### config.mk
export PLATFORM = sky130hd
export DESIGN_NAME = quantum_round_robin_task_scheduler_flat
export DESIGN_NICKNAME = d
export VERILOG_FILES = /design/src/hdl/qrrts_pkg.sv /design/src/hdl/qrrts_if.sv /design/src/hdl/qrrts_ctrl.sv /design/src/hdl/qrrts_dp.sv /design/src/hdl/quantum_round_robin_task_scheduler.sv /design/src/flat_wrapper.sv
export SDC_FILE = /design/constraint.sdc
export NUM_CORES = 2
export LEC_CHECK = 0
export BUFFER_PORTS_ARGS = -buffer_cell sky130_fd_sc_hd__buf_2
export CORE_ASPECT_RATIO = 0.75
export CORE_UTILIZATION = 50
export DETAILED_ROUTE_END_ITERATION = 10
export GPL_TIMING_DRIVEN = 0
export PLACE_DENSITY_LB_ADDON = 0.15
export RECOVER_POWER = 25
export SYNTH_ARGS = -nofsm -noshare
export SYNTH_HDL_FRONTEND = slang
export SYNTH_HIERARCHICAL = 1
export SYNTH_SLANG_ARGS = --single-unit
### constraint.sdc
create_clock -name clk -period 7.1 [get_ports clk]
set_input_delay 1.065 -clock clk [delete_from_list [all_inputs] [get_ports clk]]
set_output_delay 1.065 -clock clk [all_outputs]
set_load 0.1 [all_outputs]
### src/hdl/qrrts_pkg.sv
package qrrts_pkg;

	localparam int NUM_CPUS     = 4;
	localparam int MAX_TASKS    = 16;
	localparam int TASK_ID_BITS = 16;

	localparam int CPU_BITS  = $clog2(NUM_CPUS);
	localparam int SLOT_BITS = $clog2(MAX_TASKS);
	localparam int LEN_BITS  = SLOT_BITS + 1;
	localparam int ADDR_BITS = CPU_BITS + SLOT_BITS;
	localparam int DEPTH     = NUM_CPUS * MAX_TASKS;

	localparam int FUNC_BITS   = 2;
	localparam int STATUS_BITS = 2;
	localparam int QUANT_BITS  = 16;
	localparam int ACT_BITS    = 3;
	localparam int TICK_BITS   = 16;
	localparam int CPU_W       = 2;
	localparam int SLOT_W      = 4;
	localparam int TASK_W      = 16;

	localparam logic [TICK_BITS-1:0]  TICK_MAX      = '1;
	localparam logic [QUANT_BITS-1:0] QUANTUM_RESET = 16'd20;
	localparam logic [ACT_BITS-1:0]   ACT_RESET     = 3'd4;
	localparam logic                  MARK_READY    = 1'b1;

	localparam logic REG_QUANTUM = 1'b0;
	localparam logic REG_ACTIVE  = 1'b1;

	typedef enum logic [FUNC_BITS-1:0] {
		FUNC_TICK  = 2'd0,
		FUNC_PUSH  = 2'd1,
		FUNC_READY = 2'd2
	} func_t;

	typedef enum logic [STATUS_BITS-1:0] {
		STATUS_OK       = 2'd0,
		STATUS_FULL     = 2'd1,
		STATUS_NO_READY = 2'd2
	} status_t;

	typedef struct packed {
		logic capture;
		logic exec;
		logic load_out;
	} ctrl_cmd_t;

endpackage

### src/hdl/qrrts_if.sv
interface qrrts_in_if;
	logic                                valid;
	logic                                ready;
	logic [qrrts_pkg::FUNC_BITS-1:0]     func;
	logic [qrrts_pkg::CPU_W-1:0]         cpu_index;
	logic [qrrts_pkg::SLOT_W-1:0]        slot_index;
	logic [qrrts_pkg::TASK_W-1:0]        task_id;
	logic                                ready_in;

	modport source (output valid, func, cpu_index, slot_index, task_id, ready_in, input ready);
	modport sink (input valid, func, cpu_index, slot_index, task_id, ready_in, output ready);
endinterface

interface qrrts_out_if;
	logic                                valid;
	logic                                ready;
	logic                                switched;
	logic [qrrts_pkg::CPU_W-1:0]         cpu_out;
	logic [qrrts_pkg::SLOT_W-1:0]        slot_out;
	logic [qrrts_pkg::TASK_W-1:0]        task_out;
	logic [qrrts_pkg::STATUS_BITS-1:0]   status;

	modport source (output valid, switched, cpu_out, slot_out, task_out, status, input ready);
	modport sink (input valid, switched, cpu_out, slot_out, task_out, status, output ready);
endinterface

### src/hdl/qrrts_ctrl.sv
module qrrts_ctrl (
	input  logic                  clk,
	input  logic                  arst_n,
	input  logic                  req_valid,
	input  logic                  rsp_ready,
	output logic                  req_ready,
	output logic                  rsp_valid,
	output qrrts_pkg::ctrl_cmd_t  cmd
);

	typedef enum logic [2:0] {
		ST_IDLE = 3'b001,
		ST_EXEC = 3'b010,
		ST_FIN  = 3'b100
	} state_t;

	state_t state_q, state_d;
	logic   out_valid_q;
	logic   out_free;

	assign out_free     = !out_valid_q || rsp_ready;
	assign req_ready    = (state_q == ST_IDLE) || ((state_q == ST_FIN) && out_free);
	assign cmd.capture  = req_valid && req_ready;
	assign cmd.exec     = (state_q == ST_EXEC);
	assign cmd.load_out = (state_q == ST_FIN) && out_free;
	assign rsp_valid    = out_valid_q;

	always_comb begin
		state_d = state_q;
		unique case (state_q)
			ST_IDLE: begin
				if (cmd.capture) state_d = ST_EXEC;
			end
			ST_EXEC: begin
				state_d = ST_FIN;
			end
			ST_FIN: begin
				if (out_free) state_d = cmd.capture ? ST_EXEC : ST_IDLE;
			end
			default: begin
				state_d = ST_IDLE;
			end
		endcase
	end

	always_ff @(posedge clk or negedge arst_n) begin
		if (!arst_n) begin
			state_q     <= ST_IDLE;
			out_valid_q <= 1'b0;
		end else begin
			state_q <= state_d;
			if (cmd.load_out) out_valid_q <= 1'b1;
			else if (rsp_ready) out_valid_q <= 1'b0;
		end
	end

endmodule

### src/hdl/qrrts_dp.sv
module qrrts_dp (
	input  logic                                 clk,
	input  logic                                 arst_n,
	input  qrrts_pkg::ctrl_cmd_t                 cmd,
	input  logic [qrrts_pkg::FUNC_BITS-1:0]      func,
	input  logic [qrrts_pkg::CPU_W-1:0]          cpu_index,
	input  logic [qrrts_pkg::SLOT_W-1:0]         slot_index,
	input  logic [qrrts_pkg::TASK_W-1:0]         task_id,
	input  logic                                 ready_in,
	input  logic [qrrts_pkg::QUANT_BITS-1:0]     quantum,
	input  logic [qrrts_pkg::ACT_BITS-1:0]       active_cpus,
	output logic                                 switched,
	output logic [qrrts_pkg::CPU_W-1:0]          cpu_out,
	output logic [qrrts_pkg::SLOT_W-1:0]         slot_out,
	output logic [qrrts_pkg::TASK_W-1:0]         task_out,
	output logic [qrrts_pkg::STATUS_BITS-1:0]    status
);

	// captured item
	logic [qrrts_pkg::FUNC_BITS-1:0]    func_q;
	logic [qrrts_pkg::CPU_BITS-1:0]     cpu_q;
	logic [qrrts_pkg::SLOT_BITS-1:0]    slot_q;
	logic [qrrts_pkg::TASK_ID_BITS-1:0] tid_q;
	logic                               rdy_q;

	// run list state
	logic [qrrts_pkg::MAX_TASKS-1:0]    ready_q [qrrts_pkg::NUM_CPUS];
	logic [qrrts_pkg::LEN_BITS-1:0]     len_q   [qrrts_pkg::NUM_CPUS];
	logic [qrrts_pkg::SLOT_BITS-1:0]    cur_q   [qrrts_pkg::NUM_CPUS];
	logic [qrrts_pkg::TICK_BITS-1:0]    cnt_q   [qrrts_pkg::NUM_CPUS];

	logic [qrrts_pkg::TASK_ID_BITS-1:0] mem [qrrts_pkg::DEPTH];
	logic [qrrts_pkg::TASK_ID_BITS-1:0] rd_q;

	// execute stage results
	logic                               sw_s1;
	logic [qrrts_pkg::CPU_BITS-1:0]     cpu_s1;
	logic [qrrts_pkg::SLOT_BITS-1:0]    slot_s1;
	logic [qrrts_pkg::TASK_ID_BITS-1:0] task_s1;
	logic [qrrts_pkg::STATUS_BITS-1:0]  st_s1;
	logic                               mem_task_s1;
	logic                               slot_zero_s1;

	// output register
	logic                               sw_q;
	logic [qrrts_pkg::CPU_BITS-1:0]     cpu_out_q;
	logic [qrrts_pkg::SLOT_BITS-1:0]    slot_out_q;
	logic [qrrts_pkg::TASK_ID_BITS-1:0] task_out_q;
	logic [qrrts_pkg::STATUS_BITS-1:0]  st_q;

	logic [qrrts_pkg::ACT_BITS-1:0]     act;
	logic                               cpu_ok;
	logic [qrrts_pkg::LEN_BITS-1:0]     len_c;
	logic [qrrts_pkg::SLOT_BITS-1:0]    cur_c;
	logic [qrrts_pkg::TICK_BITS-1:0]    old_cnt;
	logic                               switch_due;
	logic [qrrts_pkg::MAX_TASKS-1:0]    row;
	logic                               found;
	logic [qrrts_pkg::SLOT_BITS-1:0]    found_idx;
	logic [qrrts_pkg::SLOT_BITS-1:0]    tick_cur;
	logic [qrrts_pkg::CPU_BITS-1:0]     best;
	logic [qrrts_pkg::LEN_BITS-1:0]     len_best;
	logic                               full;
	logic                               slot_ok;

	logic                               res_sw;
	logic [qrrts_pkg::CPU_BITS-1:0]     res_cpu;
	logic [qrrts_pkg::SLOT_BITS-1:0]    res_slot;
	logic [qrrts_pkg::TASK_ID_BITS-1:0] res_task;
	logic [qrrts_pkg::STATUS_BITS-1:0]  res_st;
	logic                               res_mem;
	logic [qrrts_pkg::SLOT_BITS-1:0]    mem_slot;
	logic                               mem_we;
	logic [qrrts_pkg::TASK_ID_BITS-1:0] task_sel;

	always_comb begin
		if (active_cpus == '0) act = qrrts_pkg::ACT_BITS'(1);
		else if (active_cpus > qrrts_pkg::ACT_BITS'(qrrts_pkg::NUM_CPUS))
			act = qrrts_pkg::ACT_BITS'(qrrts_pkg::NUM_CPUS);
		else act = active_cpus;
	end

	assign cpu_ok     = qrrts_pkg::ACT_BITS'(cpu_q) < act;
	assign len_c      = len_q[cpu_q];
	assign cur_c      = (qrrts_pkg::LEN_BITS'(cur_q[cpu_q]) >= len_c) ? '0 : cur_q[cpu_q];
	assign old_cnt    = cnt_q[cpu_q];
	assign switch_due = (old_cnt > qrrts_pkg::TICK_BITS'(quantum)) &&
		(len_c > qrrts_pkg::LEN_BITS'(1));
	assign row        = ready_q[cpu_q];

	// next ready slot after the current one, wrapping within the list
	always_comb begin
		logic [qrrts_pkg::MAX_TASKS-1:0] hi;
		logic [qrrts_pkg::MAX_TASKS-1:0] lo;
		logic                            hi_found;
		logic [qrrts_pkg::SLOT_BITS-1:0] hi_idx;
		logic                            lo_found;
		logic [qrrts_pkg::SLOT_BITS-1:0] lo_idx;
		hi_found = 1'b0;
		hi_idx   = '0;
		lo_found = 1'b0;
		lo_idx   = '0;
		for (int i = 0; i < qrrts_pkg::MAX_TASKS; i++) begin
			hi[i] = row[i] && (qrrts_pkg::SLOT_BITS'(i) > cur_c) &&
				(qrrts_pkg::LEN_BITS'(i) < len_c);
			lo[i] = row[i] && (qrrts_pkg::SLOT_BITS'(i) <= cur_c);
		end
		for (int i = qrrts_pkg::MAX_TASKS - 1; i >= 0; i--) begin
			if (hi[i]) begin
				hi_found = 1'b1;
				hi_idx   = qrrts_pkg::SLOT_BITS'(i);
			end
			if (lo[i]) begin
				lo_found = 1'b1;
				lo_idx   = qrrts_pkg::SLOT_BITS'(i);
			end
		end
		found     = hi_found || lo_found;
		found_idx = hi_found ? hi_idx : lo_idx;
	end

	assign tick_cur = (switch_due && found) ? found_idx : cur_c;

	// least-loaded active processor, lowest index on a tie
	always_comb begin
		best = '0;
		for (int i = 1; i < qrrts_pkg::NUM_CPUS; i++) begin
			if ((qrrts_pkg::ACT_BITS'(i) < act) && (len_q[i] < len_q[best]))
				best = qrrts_pkg::CPU_BITS'(i);
		end
	end

	assign len_best = len_q[best];
	assign full     = len_best >= qrrts_pkg::LEN_BITS'(qrrts_pkg::MAX_TASKS);
	assign slot_ok  = qrrts_pkg::LEN_BITS'(slot_q) < len_c;

	always_comb begin
		res_sw   = 1'b0;
		res_cpu  = '0;
		res_slot = '0;
		res_task = '0;
		res_st   = qrrts_pkg::STATUS_OK;
		res_mem  = 1'b0;
		mem_slot = slot_q;
		mem_we   = 1'b0;
		unique case (func_q)
			qrrts_pkg::FUNC_TICK: begin
				res_cpu  = cpu_q;
				mem_slot = tick_cur;
				if (cpu_ok) begin
					res_sw   = switch_due && found;
					res_slot = tick_cur;
					res_mem  = 1'b1;
					if (switch_due && !found) res_st = qrrts_pkg::STATUS_NO_READY;
				end
			end
			qrrts_pkg::FUNC_PUSH: begin
				res_cpu  = best;
				res_task = tid_q;
				if (full) begin
					res_st = qrrts_pkg::STATUS_FULL;
				end else begin
					res_slot = len_best[qrrts_pkg::SLOT_BITS-1:0];
					mem_we   = 1'b1;
				end
			end
			qrrts_pkg::FUNC_READY: begin
				res_cpu = cpu_q;
				if (cpu_ok) begin
					res_slot = slot_q;
					res_mem  = slot_ok;
				end
			end
			default: begin
				res_cpu = '0;
			end
		endcase
	end

	always_ff @(posedge clk or negedge arst_n) begin
		if (!arst_n) begin
			for (int c = 0; c < qrrts_pkg::NUM_CPUS; c++) begin
				ready_q[c] <= qrrts_pkg::MAX_TASKS'(qrrts_pkg::MARK_READY);
				len_q[c]   <= qrrts_pkg::LEN_BITS'(1);
				cur_q[c]   <= '0;
				cnt_q[c]   <= '0;
			end
		end else if (cmd.exec) begin
			unique case (func_q)
				qrrts_pkg::FUNC_TICK: begin
					if (cpu_ok) begin
						if (switch_due) cnt_q[cpu_q] <= '0;
						else if (old_cnt < qrrts_pkg::TICK_MAX) cnt_q[cpu_q] <= old_cnt + 1'b1;
						cur_q[cpu_q] <= tick_cur;
					end
				end
				qrrts_pkg::FUNC_PUSH: begin
					if (!full) begin
						len_q[best] <= len_best + 1'b1;
						ready_q[best][len_best[qrrts_pkg::SLOT_BITS-1:0]] <= rdy_q;
					end
				end
				qrrts_pkg::FUNC_READY: begin
					if (cpu_ok && slot_ok) ready_q[cpu_q][slot_q] <= rdy_q;
				end
				default: begin
				end
			endcase
		end
	end

	// task ids; slot 0 is never written and reads as the boot task
	always_ff @(posedge clk) begin
		if (cmd.exec && mem_we) mem[{best, len_best[qrrts_pkg::SLOT_BITS-1:0]}] <= tid_q;
		if (cmd.exec) rd_q <= mem[{cpu_q, mem_slot}];
	end

	always_ff @(posedge clk) begin
		if (cmd.capture) begin
			func_q <= func;
			cpu_q  <= qrrts_pkg::CPU_BITS'(cpu_index);
			slot_q <= qrrts_pkg::SLOT_BITS'(slot_index);
			tid_q  <= qrrts_pkg::TASK_ID_BITS'(task_id);
			rdy_q  <= ready_in;
		end
		if (cmd.exec) begin
			sw_s1        <= res_sw;
			cpu_s1       <= res_cpu;
			slot_s1      <= res_slot;
			task_s1      <= res_task;
			st_s1        <= res_st;
			mem_task_s1  <= res_mem;
			slot_zero_s1 <= (mem_slot == '0);
		end
		if (cmd.load_out) begin
			sw_q       <= sw_s1;
			cpu_out_q  <= cpu_s1;
			slot_out_q <= slot_s1;
			task_out_q <= task_sel;
			st_q       <= st_s1;
		end
	end

	assign task_sel = mem_task_s1 ? (slot_zero_s1 ? '0 : rd_q) : task_s1;

	assign switched = sw_q;
	assign cpu_out  = qrrts_pkg::CPU_W'(cpu_out_q);
	assign slot_out = qrrts_pkg::SLOT_W'(slot_out_q);
	assign task_out = qrrts_pkg::TASK_W'(task_out_q);
	assign status   = st_q;

endmodule

### src/hdl/quantum_round_robin_task_scheduler.sv
// Round-robin scheduler with a time quantum over four per-processor run lists of sixteen
// slots. Every item (tick, push, set-ready) gives exactly one result. An item is taken,
// executed against the list registers, and its result is loaded into the output register
// once that register is free, after the registered read of the task-id memory. A new item
// is taken while idle or as the last result is loaded, never during execute, as long
// as results are taken. The output register lets the next item in while a result waits.
// No clearing pass after reset: slot 0 of every list reads as boot task 0, and all other
// slots are written before they can be read. quantum is at byte address 0, active_cpus at
// 4. The user must write configuration only while the block is idle; it is unenforced.
module quantum_round_robin_task_scheduler (
	input  logic                 clk,
	input  logic                 arst_n,
	qrrts_in_if.sink             req,
	qrrts_out_if.source          rsp,
	input  logic                 psel,
	input  logic                 penable,
	input  logic                 pwrite,
	input  logic [2:0]           paddr,
	input  logic [31:0]          pwdata,
	output logic [31:0]          prdata,
	output logic                 pready
);

	logic [qrrts_pkg::QUANT_BITS-1:0] quantum_q;
	logic [qrrts_pkg::ACT_BITS-1:0]   active_cpus_q;
	logic                             cfg_write;
	qrrts_pkg::ctrl_cmd_t             cmd;

	assign pready    = 1'b1;
	assign cfg_write = psel && penable && pwrite && pready;

	always_ff @(posedge clk or negedge arst_n) begin
		if (!arst_n) begin
			quantum_q     <= qrrts_pkg::QUANTUM_RESET;
			active_cpus_q <= qrrts_pkg::ACT_RESET;
		end else if (cfg_write) begin
			unique case (paddr[2])
				qrrts_pkg::REG_QUANTUM: quantum_q <= pwdata[qrrts_pkg::QUANT_BITS-1:0];
				qrrts_pkg::REG_ACTIVE:  active_cpus_q <= pwdata[qrrts_pkg::ACT_BITS-1:0];
				default: begin
				end
			endcase
		end
	end

	always_comb begin
		unique case (paddr[2])
			qrrts_pkg::REG_QUANTUM: prdata = 32'(quantum_q);
			qrrts_pkg::REG_ACTIVE:  prdata = 32'(active_cpus_q);
			default:                prdata = '0;
		endcase
	end

	qrrts_ctrl u_ctrl (
		.clk       (clk),
		.arst_n    (arst_n),
		.req_valid (req.valid),
		.rsp_ready (rsp.ready),
		.req_ready (req.ready),
		.rsp_valid (rsp.valid),
		.cmd       (cmd)
	);

	qrrts_dp u_dp (
		.clk         (clk),
		.arst_n      (arst_n),
		.cmd         (cmd),
		.func        (req.func),
		.cpu_index   (req.cpu_index),
		.slot_index  (req.slot_index),
		.task_id     (req.task_id),
		.ready_in    (req.ready_in),
		.quantum     (quantum_q),
		.active_cpus (active_cpus_q),
		.switched    (rsp.switched),
		.cpu_out     (rsp.cpu_out),
		.slot_out    (rsp.slot_out),
		.task_out    (rsp.task_out),
		.status      (rsp.status)
	);

	// a transfer in is always followed by an execute cycle
	a_accept_exec: assert property (@(posedge clk) disable iff (!arst_n)
		(req.valid && req.ready) |=> cmd.exec)
		else $error("accepted item not executed");

	// no result overwritten while still waiting
	a_load_free: assert property (@(posedge clk) disable iff (!arst_n)
		cmd.load_out |-> (!rsp.valid || rsp.ready))
		else $error("output register overwritten");

	a_exec_busy: assert property (@(posedge clk) disable iff (!arst_n)
		cmd.exec |-> !req.ready)
		else $error("item taken during execute");

	a_exec_load: assert property (@(posedge clk) disable iff (!arst_n)
		cmd.exec |=> !cmd.exec)
		else $error("execute lasted more than one cycle");

endmodule

### src/flat_wrapper.sv
// flat-port wrapper written by rule: the top's interface ports become plain ports
module quantum_round_robin_task_scheduler_flat 
  (clk, arst_n, psel, penable, pwrite, paddr, pwdata, prdata, pready, req_valid, req_func, req_cpu_index, req_slot_index, req_task_id, req_ready_in, req_ready, rsp_valid, rsp_switched, rsp_cpu_out, rsp_slot_out, rsp_task_out, rsp_status, rsp_ready);
  qrrts_in_if req_i ();
  qrrts_out_if rsp_i ();
  input  logic clk;
  input  logic arst_n;
  input  logic psel;
  input  logic penable;
  input  logic pwrite;
  input  logic [2:0] paddr;
  input  logic [31:0] pwdata;
  output logic [31:0] prdata;
  output logic pready;
  input wire logic [$bits(req_i.valid)-1:0] req_valid;
  input wire logic [$bits(req_i.func)-1:0] req_func;
  input wire logic [$bits(req_i.cpu_index)-1:0] req_cpu_index;
  input wire logic [$bits(req_i.slot_index)-1:0] req_slot_index;
  input wire logic [$bits(req_i.task_id)-1:0] req_task_id;
  input wire logic [$bits(req_i.ready_in)-1:0] req_ready_in;
  output wire logic [$bits(req_i.ready)-1:0] req_ready;
  output wire logic [$bits(rsp_i.valid)-1:0] rsp_valid;
  output wire logic [$bits(rsp_i.switched)-1:0] rsp_switched;
  output wire logic [$bits(rsp_i.cpu_out)-1:0] rsp_cpu_out;
  output wire logic [$bits(rsp_i.slot_out)-1:0] rsp_slot_out;
  output wire logic [$bits(rsp_i.task_out)-1:0] rsp_task_out;
  output wire logic [$bits(rsp_i.status)-1:0] rsp_status;
  input wire logic [$bits(rsp_i.ready)-1:0] rsp_ready;
  assign req_i.valid = req_valid;
  assign req_i.func = req_func;
  assign req_i.cpu_index = req_cpu_index;
  assign req_i.slot_index = req_slot_index;
  assign req_i.task_id = req_task_id;
  assign req_i.ready_in = req_ready_in;
  assign req_ready = req_i.ready;
  assign rsp_valid = rsp_i.valid;
  assign rsp_switched = rsp_i.switched;
  assign rsp_cpu_out = rsp_i.cpu_out;
  assign rsp_slot_out = rsp_i.slot_out;
  assign rsp_task_out = rsp_i.task_out;
  assign rsp_status = rsp_i.status;
  assign rsp_i.ready = rsp_ready;
  quantum_round_robin_task_scheduler u_core (.clk(clk), .arst_n(arst_n), .req(req_i), .rsp(rsp_i), .psel(psel), .penable(penable), .pwrite(pwrite), .paddr(paddr), .pwdata(pwdata), .prdata(prdata), .pready(pready));
endmodule
==> load_flow_metrics.sql <==
INSERT INTO impl_metrics (metric_group, metric, value, unit) VALUES
('status', 'status', 'finished with violations', ''),
('status', 'violations', 'capacitance limit, slew limit, setup timing', ''),
('critical_path', 'r2r_cells', '23', ''),
('drt', 'route.final.wire_length', '220000', 'um'),
('min_path', 'hold-path-cell-count', '0', ''),
('power', 'power.total', '25.0', 'mW'),
('cts', 'cts.path.max_buffers', '3', ''),
('min_path', 'min_path_type', 'flop to flop', ''),
('logic_synthesis', 'synth_most_common_cell', 'sky130_fd_sc_hd__edfxtp_1', ''),
('grt', 'grt_max_degree', '108', ''),
('floorplanning', 'row_count', '106', ''),
('grt', 'number_of_antenna_violations_at_the_first_check_in_global_routing', '7', ''),
('logic_synthesis', 'synth-warning-count', '6', ''),
('logic_synthesis', 'ys_async_sr_fraction', '0.143', ''),
('logic_synthesis', 'yosys_most_used_dff', 'sky130_fd_sc_hd__edfxtp_1', ''),
('floorplanning', 'die_area', '115000', 'um2'),
('placement', 'numPortBuffers', '90', ''),
('grt', 'vias_in_the_first_global_route', '38187', ''),
('floorplanning', 'initial_utilization', '0.506', ''),
('final_layout', 'final_cell_area', '68200', 'um2'),
('critical_path', 'critPathArrivalTime', '7.59', 'ns'),
('cts', 'clk_latency', '0.76', 'ns'),
('sta', 'maxSlewViolCount', '115', ''),
('logic_synthesis', 'synth_cells', '4217', ''),
('cts', 'cts.htree.levels', '4', ''),
('drt', 'route.vias.total', '42757', ''),
('floorplanning', 'placeableCoreArea', '112000', 'um2'),
('sta', 'finalWorstPathRequiredPeriod', '7.11', 'ns'),
('cts', 'numCtsBuffers', '130', ''),
('floorplanning', 'dieHeight', '294', 'um'),
('grt', 'grt_pass1_wl', '300000', 'um'),
('floorplanning', 'floorplan.io_pins', '127', ''),
('drt', 'routedWlPerCell', '35.1', 'um'),
('placement', 'routability_congestion_estimate', '0.996', ''),
('logic_synthesis', 'synth-edff-count', '1117', ''),
('placement', 'hpwl', '149000', 'um'),
('sta', 'maxSlewHeadroom', '-2.20', ''),
('cts', 'tritoncts_clock_tree', 'done', ''),
('critical_path', 'crit_required', '7.58', 'ns'),
('sta', 'fmaxAchievable', '0.141', 'GHz'),
('flow_run', 'timing.max_cap.violations', '3', ''),
('cts', 'clk_root_buffer_cell', 'sky130_fd_sc_hd__clkbuf_16', ''),
('final_layout', 'num-fill-cells', '8448', ''),
('logic_synthesis', 'flip_flop_and_latch_count_after_synthesis', '1304', ''),
('drt', 'antenna_left', '0', ''),
('cts', 'clkSlewWorstSetupHoldPaths', '0.06', 'ns'),
('drt', 'drt-pass1-iter-count', '7', ''),
('sta', 'timing.final.setup_violations', '1', ''),
('sta', 'grt_setup_unrepaired', 'yes', ''),
('logic_synthesis', 'netlist-cell-type-count', '98', ''),
('logic_synthesis', 'postSynthAreaPerCell', '13.4', 'um2'),
('grt', 'grtUsageTotal', '0.380', ''),
('sta', 'hold_viol_final', '0', ''),
('logic_synthesis', 'mappedNetlistArea', '56700', 'um2'),
('sta', 'final_min_period_over_clock_period', '1.00', ''),
('drt', 'drt-vias-per-instance', '6.81', ''),
('min_path', 'min-delay-start', 'u_core/u_dp/cpu_s1[1]', ''),
('logic_synthesis', 'yosys.area.top_type_share', '0.592', ''),
('critical_path', 'r2r_start', 'u_core/u_dp/cpu_q[1]', ''),
('sta', 'timing.final.ws_setup', '-0.00799', 'ns'),
('final_layout', 'nets', '4784', ''),
('logic_synthesis', 'yosysSeqAreaShare', '0.675', ''),
('drt', 'detailedRoute.firstIterationViolations', '7699', ''),
('critical_path', 'timing.critical_path.fanout_max', '10', ''),
('critical_path', 'worstSetupPathType', 'flop to flop', ''),
('power', 'power_density', '367', 'nW/um2'),
('logic_synthesis', 'synth_top_area_cell', 'sky130_fd_sc_hd__edfxtp_1', ''),
('final_layout', 'synthToLayoutAreaGrowth', '20.4', '%'),
('power', 'static-leakage-power', '24.7', 'nW'),
('cts', 'clock-sinks', '1304', ''),
('placement', 'dpl-instance-area', '61300', 'um2');
## path summary, 6_finish.rpt
check                                           to  slack [ns]
setup reg to reg               u_core/u_dp/rd_q[8]      -0.008
max in group asynchronous  u_core/u_dp/ready_q[19]        2.39
min in group asynchronous  u_core/u_dp/ready_q[41]        2.05
hold reg to reg             u_core/u_dp/cpu_out[1]        0.43
hold / removal              u_core/u_dp/cpu_out[1]        0.43
setup / recovery               u_core/u_dp/rd_q[8]      -0.008
## worst max-delay path, cell delays in order, from the launching register on
cell and delay [ns]:
sky130_fd_sc_hd__edfxtp_1 0.37, sky130_fd_sc_hd__buf_4 0.27, sky130_fd_sc_hd__buf_6 0.25, sky130_fd_sc_hd__mux4_2 0.32
sky130_fd_sc_hd__buf_2 0.29, sky130_fd_sc_hd__inv_1 0.15, sky130_fd_sc_hd__ha_1 0.32, sky130_fd_sc_hd__inv_1 0.09
sky130_fd_sc_hd__o21a_4 0.27, sky130_fd_sc_hd__o31ai_2 0.40, sky130_fd_sc_hd__nand3_1 0.19, sky130_fd_sc_hd__a21oi_1 0.45
sky130_fd_sc_hd__o211ai_1 0.24, sky130_fd_sc_hd__a21oi_2 0.30, sky130_fd_sc_hd__a211o_1 0.25, sky130_fd_sc_hd__buf_2 0.29
sky130_fd_sc_hd__nand2_2 0.12, sky130_fd_sc_hd__buf_2 0.27, sky130_fd_sc_hd__buf_2 0.27, sky130_fd_sc_hd__a211oi_2 0.34
sky130_fd_sc_hd__o21ai_0 0.27, sky130_fd_sc_hd__nand4_1 0.17, sky130_fd_sc_hd__nand4_1 0.36, sky130_fd_sc_hd__or4_4 0.56
## per-layer routing
metal,vias to the layer above,track usage,wire length (um)
li1,17002,-,-
met4,12,0.126,8660
met1,21301,0.565,85500
met3,595,0.153,39800
met5,-,0,240
met2,3847,0.500,86300
## stage by stage
stage	setup TNS (ns)	hold slack (ns)	setup WS [ns]	utilization	cells
CTS	-8.82	0.316	-0.0981	0.607	6238
floorplan	0	0.400	0.412	-	4232
global placement	-3087.19	0.403	-3.44	0.528	5834
finish	-0.00799	0.428	-0.00799	0.610	6283
detailed placement	-2075.15	0.410	-2.75	0.547	5914
global route	-0.0623	0.439	-0.0453	0.609	6280
## cell usage in the layout, fill, tap and decap left out, types with 20 or more instances in the layout
| master | instances |
|---|---|
| sky130_fd_sc_hd__dfrtp_1 | 175 |
| sky130_fd_sc_hd__and2_1 | 29 |
| sky130_fd_sc_hd__clkbuf_2 | 24 |
| sky130_fd_sc_hd__a22oi_1 | 37 |
| sky130_fd_sc_hd__mux4_2 | 54 |
| sky130_fd_sc_hd__nand3_1 | 205 |
| sky130_fd_sc_hd__a21oi_1 | 135 |
| sky130_fd_sc_hd__buf_4 | 166 |
| sky130_fd_sc_hd__a22o_1 | 33 |
| sky130_fd_sc_hd__nand4_1 | 29 |
| sky130_fd_sc_hd__clkbuf_1 | 110 |
| sky130_fd_sc_hd__ha_1 | 37 |
| sky130_fd_sc_hd__nor2b_1 | 29 |
| sky130_fd_sc_hd__buf_2 | 126 |
| sky130_fd_sc_hd__mux2_2 | 59 |
| sky130_fd_sc_hd__and3_1 | 29 |
| sky130_fd_sc_hd__nor2_1 | 90 |
| sky130_fd_sc_hd__nor3_1 | 27 |
| sky130_fd_sc_hd__o21ai_0 | 147 |
| sky130_fd_sc_hd__o22a_1 | 32 |
| sky130_fd_sc_hd__a31oi_1 | 47 |
| sky130_fd_sc_hd__inv_1 | 59 |
| sky130_fd_sc_hd__buf_12 | 54 |
| sky130_fd_sc_hd__clkinv_1 | 28 |
| sky130_fd_sc_hd__o31ai_1 | 42 |
| sky130_fd_sc_hd__buf_16 | 32 |
| sky130_fd_sc_hd__edfxtp_1 | 1117 |
| sky130_fd_sc_hd__o211ai_1 | 54 |
| sky130_fd_sc_hd__nor2_4 | 71 |
| sky130_fd_sc_hd__o22ai_1 | 20 |
| sky130_fd_sc_hd__nand2b_1 | 20 |
| sky130_fd_sc_hd__buf_6 | 34 |
| sky130_fd_sc_hd__o221ai_1 | 48 |
| sky130_fd_sc_hd__buf_8 | 34 |
| sky130_fd_sc_hd__clkbuf_16 | 136 |
| sky130_fd_sc_hd__nand2_1 | 684 |
| sky130_fd_sc_hd__mux2i_1 | 242 |
## what timing repair did
| item | in CTS | in global routing |
|---|---|---|
| setup buffers | 106 | 43 |
| hold buffers | 0 | 0 |
| pin swaps | 74 | 27 |
| setup endpoints to repair | 1127 | 1115 |
| gates resized for setup | 331 | 130 |
## flip-flops by register name, indices dropped and copies added (netlist names), 2 cells and up
name / flops
u_core/u_dp/slot_s1: 4
u_core/u_dp/status: 2
u_core/quantum_q: 16
u_core/u_dp/slot_out: 4
u_core/u_dp/cnt_q: 64
u_core/u_dp/cpu_q: 2
u_core/u_dp/func_q: 2
u_core/u_dp/rd_q: 16
u_core/u_dp/ready_q: 64
u_core/u_dp/tid_q: 16
u_core/active_cpus_q: 3
u_core/u_ctrl/state_q: 3
u_core/u_dp/cur_q: 16
u_core/u_dp/len_q: 20
u_core/u_dp/task_out: 16
u_core/u_dp/slot_q: 4
u_core/u_dp/mem: 1024
u_core/u_dp/cpu_out: 2
u_core/u_dp/st_s1: 2
u_core/u_dp/cpu_s1: 2
u_core/u_dp/task_s1: 16
## area by class of cell
cell class	count	area (um2)	share of cell area
antenna	3	7.51	0.000110
sequential	1304	38200	0.560
buffer	257	1780	0.0261
clock buffer	163	3510	0.0515
timing repair buffer	319	3560	0.0522
multi-input combinational	2603	18400	0.270
clock inverter	61	564	0.00827
tap	1512	1890	0.0277
inverter	61	229	0.00336
## power breakdown
group / internal, mW / switching [mW]
Clock: 3.86 / 2.97
Combinational: 2.65 / 6.49
Sequential: 8.86 / 0.204
## cells by family (layout without fill, tap and decap cells)
family | after synthesis | in the layout | share of synthesized area
AOI/OAI and AO/OA | 818 | 818 | 0.0996
other | 2 | 20 | 0.000132
adders and majority gates | 42 | 42 | 0.00923
and+or+nand+nor | 1336 | 1336 | 0.106
DFF | 1304 | 1304 | 0.675
muxes | 373 | 373 | 0.0801
buffers and inverters | 325 | 861 | 0.0278
xor gates and xnor gates | 17 | 17 | 0.00263
Power figures use the tool's default switching activity.
